[config.mk]
export PLATFORM = sky130hd
export DESIGN_NAME = snmpgr_parser
export DESIGN_NICKNAME = d
export VERILOG_FILES = /design/src/design/snmpgr_pkg.sv /design/src/design/snmpgr_parser.sv
export SDC_FILE = /design/constraint.sdc
export NUM_CORES = 1
export LEC_CHECK = 0
export ABC_CLOCK_PERIOD_IN_PS = 5500
export BUFFER_PORTS_ARGS = -buffer_cell sky130_fd_sc_hd__buf_2
export CORE_ASPECT_RATIO = 0.8
export CORE_MARGIN = 1
export CORE_UTILIZATION = 55
export CTS_BUF_LIST = sky130_fd_sc_hd__clkbuf_16
export CTS_CLUSTER_DIAMETER = 150
export DETAILED_ROUTE_END_ITERATION = 7
export PLACE_DENSITY = 0.84
export SYNTH_ARGS = -nofsm -noshare
export SYNTH_HDL_FRONTEND = slang
export SYNTH_SLANG_ARGS = --single-unit
[constraint.sdc]
create_clock -name i_clk -period 5.5 [get_ports i_clk]
set_clock_uncertainty 0.05 [all_clocks]
set_input_delay 0.275 -clock i_clk [delete_from_list [all_inputs] [get_ports i_clk]]
set_output_delay 0.275 -clock i_clk [all_outputs]
set_load 0.03 [all_outputs]
[src/design/snmpgr_pkg.sv]
// Shared types and constants for the SNMPv1 GET request checker.
// Holds parse phases, result kinds, status codes, register indexes and the
// structs passed between the configuration, parser and output queue modules.
`timescale 1ns / 1ps
`default_nettype none

package snmpgr_pkg;

    typedef enum logic [4:0] {
        PH_SEQ_TAG, PH_SEQ_LEN, PH_VER_TAG, PH_VER_LEN, PH_VER_VAL,
        PH_COM_TAG, PH_COM_LEN, PH_COM_BYTES, PH_PDU_TAG, PH_PDU_LEN,
        PH_ID_TAG, PH_ID_LEN, PH_ID_BYTES, PH_ERR_TAG, PH_ERR_LEN, PH_ERR_VAL,
        PH_EIX_TAG, PH_EIX_LEN, PH_EIX_VAL, PH_LIST_TAG, PH_LIST_LEN,
        PH_VB_TAG, PH_VB_LEN, PH_OID_TAG, PH_OID_LEN, PH_OID_BYTES,
        PH_NULL_TAG, PH_NULL_LEN, PH_DONE, PH_DRAIN
    } t_phase;

    typedef enum logic [1:0] {
        KIND_OID_BYTE = 2'd0,
        KIND_VB_DONE  = 2'd1,
        KIND_ACCEPT   = 2'd2,
        KIND_REJECT   = 2'd3
    } t_kind;

    typedef enum logic [3:0] {
        ST_OK        = 4'd0,
        ST_HEADER    = 4'd1,
        ST_VERSION   = 4'd2,
        ST_COMMUNITY = 4'd3,
        ST_PDU_TYPE  = 4'd4,
        ST_ID_FIELDS = 4'd5,
        ST_VB_LIST   = 4'd6,
        ST_TOO_MANY  = 4'd7,
        ST_TRUNCATED = 4'd8
    } t_status;

    typedef enum logic [1:0] {
        CFG_COMMUNITY_BYTES  = 2'd0,
        CFG_COMMUNITY_LENGTH = 2'd1,
        CFG_MAX_BINDINGS     = 2'd2,
        CFG_MAX_LIST_LENGTH  = 2'd3
    } t_cfg_index;

    // BER tags
    localparam logic [7:0] TAG_SEQUENCE = 8'h30;
    localparam logic [7:0] TAG_INTEGER  = 8'h02;
    localparam logic [7:0] TAG_OCTETS   = 8'h04;
    localparam logic [7:0] TAG_OID      = 8'h06;
    localparam logic [7:0] TAG_NULL     = 8'h05;
    localparam logic [7:0] TAG_GET      = 8'hA0;
    localparam logic [7:0] TAG_GETNEXT  = 8'hA1;

    localparam int QUEUE_DEPTH = 4;
    localparam int QUEUE_PTR_W = $clog2(QUEUE_DEPTH);
    localparam int QUEUE_CNT_W = $clog2(QUEUE_DEPTH + 1);

    typedef struct packed {
        logic [63:0] community_bytes;
        logic [3:0]  community_length;
        logic [7:0]  max_bindings;
        logic [7:0]  max_list_length;
    } t_cfg;

    typedef struct packed {
        t_kind       item_kind;
        logic [7:0]  binding_index;
        logic [7:0]  oid_value;
        logic [7:0]  oid_length;
        logic        is_get_next;
        t_status     status;
        logic        last_of_run;
    } t_result;

    typedef struct packed {
        logic    push0;
        logic    push1;
        t_result res0;
        t_result res1;
    } t_push;

endpackage

`default_nettype wire

[src/design/snmpgr_parser.sv]
// Byte-wise BER parser: one phase step per accepted payload byte.
// Produces up to two results per byte (OID byte or varbind done, then verdict).
// Depends on snmpgr_pkg.
`timescale 1ns / 1ps
`default_nettype none

module snmpgr_parser #(
    parameter int COMMUNITY_MAX_BYTES = 8
) (
    input  wire                     i_clk,
    input  wire                     i_rst_n,
    input  wire                     i_accept,
    input  wire  [7:0]              i_data_byte,
    input  wire                     i_last_byte,
    input  snmpgr_pkg::t_cfg        i_cfg,
    output snmpgr_pkg::t_push       o_push
);
    import snmpgr_pkg::*;

    t_phase      r_phase, n_phase, ph;
    logic [7:0]  r_pkt_rem, n_pkt_rem;
    logic [7:0]  r_vb_rem, n_vb_rem;
    logic [7:0]  r_field, n_field;
    logic [7:0]  r_bind, n_bind;
    t_status     r_fault, n_fault;
    logic        r_pdu_next, n_pdu_next;
    logic [7:0]  r_oid_left, n_oid_left;

    logic        emit;
    t_result     item;
    t_result     verdict;
    logic [7:0]  b;
    logic [7:0]  com_byte;
    logic [7:0]  oid_left_dec;
    logic [7:0]  id_left_dec;

    assign b        = i_data_byte;
    assign com_byte = i_cfg.community_bytes[{r_field[2:0], 3'b000} +: 8];

    always_comb begin
        n_phase    = r_phase;
        n_pkt_rem  = r_pkt_rem;
        n_vb_rem   = r_vb_rem;
        n_field    = r_field;
        n_bind     = r_bind;
        n_fault    = r_fault;
        n_pdu_next = r_pdu_next;
        n_oid_left = r_oid_left;
        ph         = r_phase;
        emit       = 1'b0;
        item       = '0;
        verdict    = '0;
        oid_left_dec = (r_oid_left != 8'd0) ? r_oid_left - 8'd1 : 8'd0;
        id_left_dec  = (r_field != 8'd0) ? r_field - 8'd1 : 8'd0;

        // length accounting runs ahead of the phase decode
        if (ph != PH_SEQ_TAG && ph != PH_SEQ_LEN && ph != PH_DRAIN) begin
            if (r_pkt_rem == 8'd0) begin
                n_fault = ST_HEADER;
                ph      = PH_DRAIN;
            end else begin
                n_pkt_rem = r_pkt_rem - 8'd1;
            end
        end
        if (ph >= PH_VB_TAG && ph <= PH_NULL_LEN) begin
            if (r_vb_rem == 8'd0) begin
                n_fault = ST_VB_LIST;
                ph      = PH_DRAIN;
            end else begin
                n_vb_rem = r_vb_rem - 8'd1;
            end
        end

        unique case (ph)
            PH_SEQ_TAG: begin
                if (b != TAG_SEQUENCE) begin n_fault = ST_HEADER; ph = PH_DRAIN; end
                else ph = PH_SEQ_LEN;
            end
            PH_SEQ_LEN: begin
                n_pkt_rem = b;
                ph        = PH_VER_TAG;
            end
            PH_VER_TAG: begin
                if (b != TAG_INTEGER) begin n_fault = ST_VERSION; ph = PH_DRAIN; end
                else ph = PH_VER_LEN;
            end
            PH_VER_LEN: begin
                if (b != 8'h01) begin n_fault = ST_VERSION; ph = PH_DRAIN; end
                else ph = PH_VER_VAL;
            end
            PH_VER_VAL: begin
                if (b != 8'h00) begin n_fault = ST_VERSION; ph = PH_DRAIN; end
                else ph = PH_COM_TAG;
            end
            PH_COM_TAG: begin
                if (b != TAG_OCTETS) begin n_fault = ST_COMMUNITY; ph = PH_DRAIN; end
                else ph = PH_COM_LEN;
            end
            PH_COM_LEN: begin
                if (b > n_pkt_rem || b != {4'd0, i_cfg.community_length} ||
                    b > 8'(COMMUNITY_MAX_BYTES)) begin
                    n_fault = ST_COMMUNITY;
                    ph      = PH_DRAIN;
                end else begin
                    n_field = 8'd0;
                    ph      = (b == 8'd0) ? PH_PDU_TAG : PH_COM_BYTES;
                end
            end
            PH_COM_BYTES: begin
                if (b != com_byte) begin
                    n_fault = ST_COMMUNITY;
                    ph      = PH_DRAIN;
                end else begin
                    n_field = r_field + 8'd1;
                    if (n_field >= {4'd0, i_cfg.community_length}) ph = PH_PDU_TAG;
                end
            end
            PH_PDU_TAG: begin
                if (b == TAG_GET) begin
                    n_pdu_next = 1'b0;
                    ph         = PH_PDU_LEN;
                end else if (b == TAG_GETNEXT) begin
                    n_pdu_next = 1'b1;
                    ph         = PH_PDU_LEN;
                end else begin
                    n_fault = ST_PDU_TYPE;
                    ph      = PH_DRAIN;
                end
            end
            PH_PDU_LEN: begin
                if (b != n_pkt_rem) begin n_fault = ST_HEADER; ph = PH_DRAIN; end
                else ph = PH_ID_TAG;
            end
            PH_ID_TAG: begin
                if (b != TAG_INTEGER) begin n_fault = ST_ID_FIELDS; ph = PH_DRAIN; end
                else ph = PH_ID_LEN;
            end
            PH_ID_LEN: begin
                if (b > n_pkt_rem) begin
                    n_fault = ST_ID_FIELDS;
                    ph      = PH_DRAIN;
                end else begin
                    n_field = b;
                    ph      = (b == 8'd0) ? PH_ERR_TAG : PH_ID_BYTES;
                end
            end
            PH_ID_BYTES: begin
                n_field = id_left_dec;
                if (id_left_dec == 8'd0) ph = PH_ERR_TAG;
            end
            PH_ERR_TAG: begin
                if (b != TAG_INTEGER) begin n_fault = ST_ID_FIELDS; ph = PH_DRAIN; end
                else ph = PH_ERR_LEN;
            end
            PH_ERR_LEN: begin
                if (b != 8'h01) begin n_fault = ST_ID_FIELDS; ph = PH_DRAIN; end
                else ph = PH_ERR_VAL;
            end
            PH_ERR_VAL: ph = PH_EIX_TAG;
            PH_EIX_TAG: begin
                if (b != TAG_INTEGER) begin n_fault = ST_ID_FIELDS; ph = PH_DRAIN; end
                else ph = PH_EIX_LEN;
            end
            PH_EIX_LEN: begin
                if (b != 8'h01) begin n_fault = ST_ID_FIELDS; ph = PH_DRAIN; end
                else ph = PH_EIX_VAL;
            end
            PH_EIX_VAL: ph = PH_LIST_TAG;
            PH_LIST_TAG: begin
                if (b != TAG_SEQUENCE) begin n_fault = ST_VB_LIST; ph = PH_DRAIN; end
                else ph = PH_LIST_LEN;
            end
            PH_LIST_LEN: begin
                if (b != n_pkt_rem || b > i_cfg.max_list_length) begin
                    n_fault = ST_VB_LIST;
                    ph      = PH_DRAIN;
                end else begin
                    n_vb_rem = b;
                    n_bind   = 8'd0;
                    ph       = (b == 8'd0) ? PH_DONE : PH_VB_TAG;
                end
            end
            PH_VB_TAG: begin
                if (r_bind >= i_cfg.max_bindings) begin
                    n_fault = ST_TOO_MANY;
                    ph      = PH_DRAIN;
                end else if (b != TAG_SEQUENCE) begin
                    n_fault = ST_VB_LIST;
                    ph      = PH_DRAIN;
                end else begin
                    ph = PH_VB_LEN;
                end
            end
            PH_VB_LEN: begin
                if (b > n_vb_rem || b < 8'd4) begin
                    n_fault = ST_VB_LIST;
                    ph      = PH_DRAIN;
                end else begin
                    n_field = b;
                    ph      = PH_OID_TAG;
                end
            end
            PH_OID_TAG: begin
                if (b != TAG_OID) begin n_fault = ST_VB_LIST; ph = PH_DRAIN; end
                else ph = PH_OID_LEN;
            end
            PH_OID_LEN: begin
                if (r_field < 8'd4 || b != r_field - 8'd4) begin
                    n_fault = ST_VB_LIST;
                    ph      = PH_DRAIN;
                end else begin
                    n_oid_left = b;
                    ph         = (b == 8'd0) ? PH_NULL_TAG : PH_OID_BYTES;
                end
            end
            PH_OID_BYTES: begin
                emit               = 1'b1;
                item.item_kind     = KIND_OID_BYTE;
                item.binding_index = r_bind;
                item.oid_value     = b;
                n_oid_left         = oid_left_dec;
                if (oid_left_dec == 8'd0) ph = PH_NULL_TAG;
            end
            PH_NULL_TAG: begin
                if (b != TAG_NULL) begin n_fault = ST_VB_LIST; ph = PH_DRAIN; end
                else ph = PH_NULL_LEN;
            end
            PH_NULL_LEN: begin
                if (b != 8'h00) begin
                    n_fault = ST_VB_LIST;
                    ph      = PH_DRAIN;
                end else begin
                    emit               = 1'b1;
                    item.item_kind     = KIND_VB_DONE;
                    item.binding_index = r_bind;
                    item.oid_length    = r_field - 8'd4;
                    n_bind             = r_bind + 8'd1;
                    ph                 = (n_vb_rem == 8'd0) ? PH_DONE : PH_VB_TAG;
                end
            end
            default: ;
        endcase

        item.is_get_next   = n_pdu_next;
        item.last_of_run   = !i_last_byte;

        verdict.binding_index = n_bind;
        verdict.is_get_next   = n_pdu_next;
        verdict.last_of_run   = 1'b1;
        if (ph == PH_DRAIN) begin
            verdict.item_kind = KIND_REJECT;
            verdict.status    = n_fault;
        end else if (ph == PH_DONE) begin
            verdict.item_kind = KIND_ACCEPT;
            verdict.status    = ST_OK;
        end else begin
            verdict.item_kind = KIND_REJECT;
            verdict.status    = ST_TRUNCATED;
        end

        n_phase = ph;
        // end of packet: drop all packet state
        if (i_last_byte) begin
            n_phase    = PH_SEQ_TAG;
            n_pkt_rem  = 8'd0;
            n_vb_rem   = 8'd0;
            n_field    = 8'd0;
            n_bind     = 8'd0;
            n_fault    = ST_OK;
            n_pdu_next = 1'b0;
            n_oid_left = 8'd0;
        end

        o_push.push0 = i_accept && (emit || i_last_byte);
        o_push.push1 = i_accept && emit && i_last_byte;
        o_push.res0  = emit ? item : verdict;
        o_push.res1  = verdict;
    end

    always_ff @(posedge i_clk) begin
        if (!i_rst_n) begin
            r_phase    <= PH_SEQ_TAG;
            r_pkt_rem  <= 8'd0;
            r_vb_rem   <= 8'd0;
            r_field    <= 8'd0;
            r_bind     <= 8'd0;
            r_fault    <= ST_OK;
            r_pdu_next <= 1'b0;
            r_oid_left <= 8'd0;
        end else if (i_accept) begin
            r_phase    <= n_phase;
            r_pkt_rem  <= n_pkt_rem;
            r_vb_rem   <= n_vb_rem;
            r_field    <= n_field;
            r_bind     <= n_bind;
            r_fault    <= n_fault;
            r_pdu_next <= n_pdu_next;
            r_oid_left <= n_oid_left;
        end
    end

    a_second_is_verdict: assert property (@(posedge i_clk) disable iff (!i_rst_n)
        o_push.push1 |-> (o_push.res1.item_kind == KIND_ACCEPT ||
                          o_push.res1.item_kind == KIND_REJECT) &&
                         (o_push.res0.item_kind == KIND_OID_BYTE ||
                          o_push.res0.item_kind == KIND_VB_DONE))
        else $error("second result of a byte is not a verdict");

    a_clear_after_last: assert property (@(posedge i_clk) disable iff (!i_rst_n)
        (i_accept && i_last_byte) |=> (r_phase == PH_SEQ_TAG && r_fault == ST_OK &&
                                       r_bind == 8'd0))
        else $error("packet state not cleared after last byte");

    a_drain_has_fault: assert property (@(posedge i_clk) disable iff (!i_rst_n)
        (r_phase == PH_DRAIN) |-> (r_fault != ST_OK))
        else $error("drain phase without a fault code");

endmodule

`default_nettype wire

==> results of run 1 <==
==> flip-flops by register name (all words and copies together) (netlist names) <==
signal / count
r_bind: 8
r_field: 8
r_oid_left: 8
r_pkt_rem: 8
r_vb_rem: 8
r_phase: 5
r_fault: 4
r_pdu_next: 1
==> where the power goes <==
| group | internal [mW] | switching, mW |
|---|---|---|
| Clock | 0.260 | 0.171 |
| Combinational | 0.309 | 0.610 |
| Sequential | 0.372 | 0.0191 |
==> cell type report <==
type / count / area [um2]
Multi-Input combinational cell: 894 / 6100
Fill cell: 1198 / 4760
Timing Repair Buffer: 187 / 1050
Sequential cell: 50 / 1000
Inverter: 60 / 225
Tap cell: 180 / 225
Clock buffer: 5 / 125
Clock inverter: 3 / 63.8
Antenna cell: 1 / 2.50
==> cells in the mapped netlist, types with 6 or more instances <==
cell type  count
mux2i_1       34
o21a_1         9
nor3_1        43
clkbuf_1      43
a21oi_1       70
nor3b_1       15
o221ai_1       6
buf_4         19
o2bb2ai_1      7
nor2_1        91
o31a_1         6
a31oi_1       17
mux4_2         8
nor2b_1       26
o31ai_1        7
xnor2_1       27
and3_1        14
o2111ai_1     10
a22oi_1       14
nand2_1      110
dfxtp_1       50
a211oi_1      11
or3_1          8
inv_1         59
xor2_1         8
nand4_1       23
ha_1          45
o22ai_1       19
o21ai_0       50
and2_1        31
o211ai_1       9
nor4_1        10
nand2b_1       9
a21o_1        10
nand3_1       21
buf_2         17
==> cells in the final DEF (no fill, tap or decap), types with 7 or more instances in the layout <==
cell / Yosys / routed
o2111ai_1: 10 / 10
a31oi_1: 17 / 16
buf_4: 19 / 44
o22ai_1: 19 / 19
nand3_1: 21 / 21
nor3b_1: 15 / 15
a21oi_1: 70 / 69
inv_1: 59 / 59
xor2_1: 8 / 8
nand4_1: 23 / 23
nor2_1: 91 / 90
ha_1: 45 / 45
nor4_1: 10 / 9
dfxtp_1: 50 / 48
and2_1: 31 / 31
mux4_2: 8 / 8
conb_1: 2 / 18
o2bb2ai_1: 7 / 7
nor2b_1: 26 / 26
o21ai_0: 50 / 50
buf_2: 17 / 143
nand2_1: 110 / 110
o31ai_1: 7 / 7
a22oi_1: 14 / 14
nor3_1: 43 / 42
o211ai_1: 9 / 9
o21a_1: 9 / 9
a21o_1: 10 / 10
or3_1: 8 / 8
xnor2_1: 27 / 27
nand2b_1: 9 / 9
a211oi_1: 11 / 10
mux2i_1: 34 / 34
and3_1: 14 / 13
==> worst max-delay path, stage by stage (launching register included) <==
cell	delay, ns
dfxtp_1	0.35
inv_1	0.14
ha_1	0.25
or4b_4	0.56
nor2_2	0.20
nand2_1	0.11
buf_4	0.19
nand2_1	0.10
ha_1	0.27
nand4_1	0.13
nor2_1	0.06
a211o_1	0.30
nand4_1	0.26
nor4_1	0.09
a2111oi_1	0.37
o211ai_1	0.17
o32ai_2	0.33
and3_4	0.32
nor3b_1	0.20
buf_2	0.23
==> routing by layer <==
metal	up-vias	GRT usage, %	share of wire [%]
met5	-	0	0
met3	144	16.5	16
met2	826	67.8	41
li1	4187	-	-
met4	0	21.4	4.5
met1	4459	61.4	39
==> logic make-up (layout without fill, tap and decap cells) <==
family | Yosys count | count (layout) | share of synthesized area, %
AND/OR/NAND/NOR | 436 | 436 | 30.1
flip-flops | 50 | 50 | 13.1
multiplexers | 48 | 48 | 7.72
XOR/XNOR | 37 | 37 | 4.51
buffers and inverters | 145 | 255 | 8.52
adder cells (fa/ha/maj) | 47 | 47 | 7.64
other | 2 | 19 | 0.0981
AO/OA/AOI/OAI | 308 | 308 | 28.3
==> worst min-delay path by stage <==
stage	to	depth (start not counted)	slack, ns	from
detailed placement	r_fault[3]	1	0.42	r_fault[3]
finish	r_fault[3]	1	0.45	r_fault[3]
CTS	r_fault[3]	1	0.44	r_fault[3]
floorplan	r_fault[0]	2	0.36	i_rst_n
global route	r_fault[3]	1	0.45	r_fault[3]
global placement	r_fault[0]	2	0.41	r_fault[0]
==> stage by stage <==
| stage | cells | hold slack, ns | utilization, % | instance area, um2 |
|---|---|---|---|---|
| 2_1_floorplan | 1089 | 0.365 | - | 7710 |
| 3_3_place_gp | 1371 | 0.413 | 63.2 | 8570 |
| 3_5_place_dp | 1371 | 0.422 | 63.2 | 8570 |
| 4_1_cts | 1379 | 0.438 | 64.6 | 8760 |
| 5_1_grt | 1379 | 0.453 | 64.9 | 8790 |
| 6_report | 1380 | 0.450 | 64.9 | 8790 |
==> impl_metrics.yaml, run 1 <==
sta:
  hold_viol: 0
  tightestPinTransition_ns: 1.30
  final_max_slew_viol_count: 0
  setup_ws_ns: 0.213
  min_period_ns: 5.29
  tns_ns: 0
  setup_viol_count_final: 0
  rsz0062_at_grt: "no"
  fin_crit_sh_pct: 96.1
  relSlewSlack_pct: 12.7
  fmax_ghz: 0.189
floorplanning:
  fp.dieArea_um2: 14400
  std_cell_rows: 38
  die_y_um: 108
  coreArea_um2: 13600
  start_util_pct: 56.5
  num_io_pins: 162
  die_w_um: 134
clock_tree:
  cts.sinks: 50
  cts_resized: 0
  clk_latency_ns: 0.32
  cts_hold_buf: 0
  cts_setup_buffers: 0
  path_clk_slew_ns: 0.08
  cts_buffer_depth: 2
  cts-buffers-inserted: 5
  root_buffer: "clkbuf_16"
  cts_tree: "yes"
  htreeDepth: 2
placement:
  place_ws_ns: 0.350
  io_buffers: 143
  place_congestion: 1.07
  post-dp-hpwl_mm: 26.0
routing:
  post-route-drc-count: 0
  routed_via_density: 6.97
  drt-initial-drc-count: 1529
  route.vias.total: 9616
  first_pass_iters: 7
  ant_nets: 0
  routed_wl_mm: 34.4
  wl_per_cell_um: 24.9
synth:
  synthDistinctLibCells: 96
  synthTopCellsByArea: "dfxtp_1 13%, ha_1 7.4%, nand2_1 5.4%"
  synthFlopType: "dfxtp_1"
  synthArstFlopShare_pct: 0
  synth_top_area_cell: "dfxtp_1"
  syn_inst: 1073
  netlist_area_um2: 7650
  ys_warn_count: 0
  ys_seq_elements: 50
  synth-seq-area-share_pct: 13.1
  netlist.area_leader.share_pct: 13.1
  avgSynthCellArea_um2: 7.13
  synth_edf_count: 0
cells_and_area:
  drive_above_1_share_pct: 20.7
  area_delta_synth_final_pct: 14.9
  nNetsFinal: 1339
grt:
  grt_pass1_wl_mm: 50.5
  gr-usage-all-layers_pct: 46.7
  grt_max_degree: 53
  antenna_found_initial: 0
  grt_pass1_vias: 8681
  overflow: 0
critical_path:
  worstReg2RegStart: "r_pkt_rem[0]"
  end_kind: "output pin"
  crit_required_ns: 5.18
  startpoint: "r_pkt_rem[0]"
  r2r-end: "r_phase[0]"
  worstSetupStartpointType: "register"
  reg2reg_slack_ns: 0.73
  worst-r2r-cell-count: 19
  crit_fanout: 10
  critPathKind: "register to output pin"
  endpoint: "o_push[33]"
  crit_arrival_ns: 4.96
pwr:
  leakage_nw: 3.77
  fin_total_pwr_mw: 1.74
  peakVddDrop_v: 0.000172
  p_per_area_nw_per_um2: 198
run_status:
  status: "complete, no violations"
job:
  cap_violations: 0
hold_path:
  hp-class: "register to register"
(Power assumes the default switching activity.)
==> inputs of run 2 (changes only) <==
--- a/config.mk
+++ b/config.mk
@@ -14,6 +14,7 @@
 export CTS_CLUSTER_DIAMETER = 150
 export DETAILED_ROUTE_END_ITERATION = 7
 export PLACE_DENSITY = 0.84
+export RECOVER_POWER = 25
 export SYNTH_ARGS = -nofsm -noshare
 export SYNTH_HDL_FRONTEND = slang
 export SYNTH_SLANG_ARGS = --single-unit
==> run 2 against run 1 <==
Compared with the run above: the flow now finishes with violations (max-capacitance violations, max-slew violations); worst setup slack improved by 0.035 ns; sequential cell count unchanged; sequential share of layout area hardly changed; register-to-register slack better by 0.05 ns; critical path type unchanged; hold slack worse by 0.0062 ns; critical endpoint unchanged; sequential power about the same; first-iteration DRC count up 3.1%; largest cell class unchanged; routed wire length shrank 0.34%.
==> impl_metrics.yaml, run 2 (synthesis gave the netlist of run 1 again) <==
floorplanning:
  die_y_um: 108
  std_cell_rows: 38
  die_w_um: 134
  fp.dieArea_um2: 14400
  coreArea_um2: 13600
  num_io_pins: 162
  start_util_pct: 56.5
placement:
  place_ws_ns: 0.350
  placed_cell_area_um2: 8570
  io_buffers: 143
  place_congestion: 1.07
  post-dp-hpwl_mm: 26.0
clock_tree:
  clk_latency_ns: 0.31
  cts_resized: 0
  path_clk_slew_ns: 0.08
  cts_tree: "yes"
  cts_buffer_depth: 2
  cts_hold_buf: 0
  htreeDepth: 2
  cts.sinks: 50
  cts-buffers-inserted: 5
  root_buffer: "clkbuf_16"
  cts_setup_buffers: 0
hold_path:
  hold_end: "r_fault[3]"
  hold_start: "r_fault[3]"
  hp-class: "register to register"
  hold_depth: 1
run_status:
  violations: "max-capacitance violations, max-slew violations"
  status: "complete, but fails checks"
sta:
  hold_viol: 0
  final_max_slew_viol_count: 17
  rsz0062_at_grt: "no"
  setup_ws_ns: 0.248
  fin_crit_sh_pct: 95.5
  fmax_ghz: 0.190
  setup_viol_count_final: 0
  tightestPinTransition_ns: 1.60
  tns_ns: 0
  relSlewSlack_pct: -7.75
  min_period_ns: 5.25
  whs_ns: 0.444
cells_and_area:
  drive_above_1_share_pct: 19.9
  nNetsFinal: 1339
  final-seq-area_um2: 1000
  fillerInstances: 1205
  multi_input_area_um2: 6100
  area_delta_synth_final_pct: 14.7
  n_antenna_cell: 0
  final_area_um2: 8770
  final_cell_mix: "137 x buf_2, 110 x nand2_1, 90 x nor2_1"
  final_common_cell: "buf_2"
critical_path:
  crit_required_ns: 5.18
  crit_fanout: 10
  end_kind: "output pin"
  crit_arrival_ns: 4.93
  r2r-end: "r_phase[0]"
  worst-r2r-cell-count: 19
  worstReg2RegStart: "r_pkt_rem[0]"
  reg2reg_slack_ns: 0.78
  critPathKind: "register to output pin"
  worstSetupStartpointType: "register"
  startpoint: "r_pkt_rem[0]"
routing:
  drt-initial-drc-count: 1576
  first_pass_iters: 6
  routed_wl_mm: 34.2
  wl_per_cell_um: 24.8
  ant_nets: 0
  routed_via_density: 6.95
  route.vias.total: 9581
  post-route-drc-count: 0
job:
  cap_violations: 1
grt:
  grt_pass1_vias: 8681
  grt_max_degree: 53
  grt_pass1_wl_mm: 50.5
  gr-usage-all-layers_pct: 46.7
  overflow: 0
  antenna_found_initial: 0
pwr:
  leakage_nw: 3.73
  peakVddDrop_v: 0.000173
  p_per_area_nw_per_um2: 198
## run 2: cell types whose count changed in the layout (fill, tap and decap cells not counted), sizes merged
cell / before / now
diode: 1 / 0
buf: 187 / 179
clkbuf: 5 / 13
## run 2: final cells by class
type,count,area share (%)
clock buffer,5,1.43
clock inverter,3,0.727
inverter,60,2.57
multi-input combinational,894,69.5
sequential,50,11.4
tap,180,2.57
timing repair buffer,187,11.8
## run 2: how the worst max path moves through the flow
stage                       endpoint  slack [ns]
after floorplan            o_push[1]        0.72
after global placement     o_push[3]        0.55
after detailed placement  o_push[33]        0.35
after CTS                 o_push[33]       0.002
after global routing       o_push[1]        0.02
final                     o_push[33]        0.25
## run 2: worst max-delay path, cell delays in order, from the launching register on
cell	delay, ns
dfxtp_1	0.35
inv_1	0.13
ha_1	0.25
or4b_4	0.56
nor2_2	0.20
nand2_1	0.11
buf_4	0.19
nand2_1	0.10
ha_1	0.27
nand4_1	0.13
nor2_1	0.06
a211o_1	0.30
nand4_1	0.25
nor4_1	0.09
a2111oi_1	0.36
o211ai_1	0.17
o32ai_2	0.32
and3_4	0.32
nor3b_1	0.20
buf_2	0.23
## run 2: where the power goes
part           internal (mW)  switching (mW)  leakage, nW
logic                  0.305           0.607         3.24
registers              0.372          0.0192        0.405
clock network          0.260           0.172       0.0915
## run 2: through the flow
step                utilization [%]  cells  power [mW]
CTS                            64.6   1379        1.67
finish                         64.7   1379        1.74
global route                   64.7   1379        1.78
global placement               63.2   1371        1.25
detailed placement             63.2   1371        1.25
floorplan                         -   1089       0.956
## run 2: layer usage
| layer | GRT usage [%] | vias up | share of wire (%) |
|---|---|---|---|
| met3 | 16.5 | 144 | 14 |
| met4 | 21.4 | 0 | 4.7 |
| met1 | 61.4 | 4464 | 40 |
| li1 | - | 4179 | - |
| met2 | 67.8 | 794 | 41 |
| met5 | 0 | - | 0 |
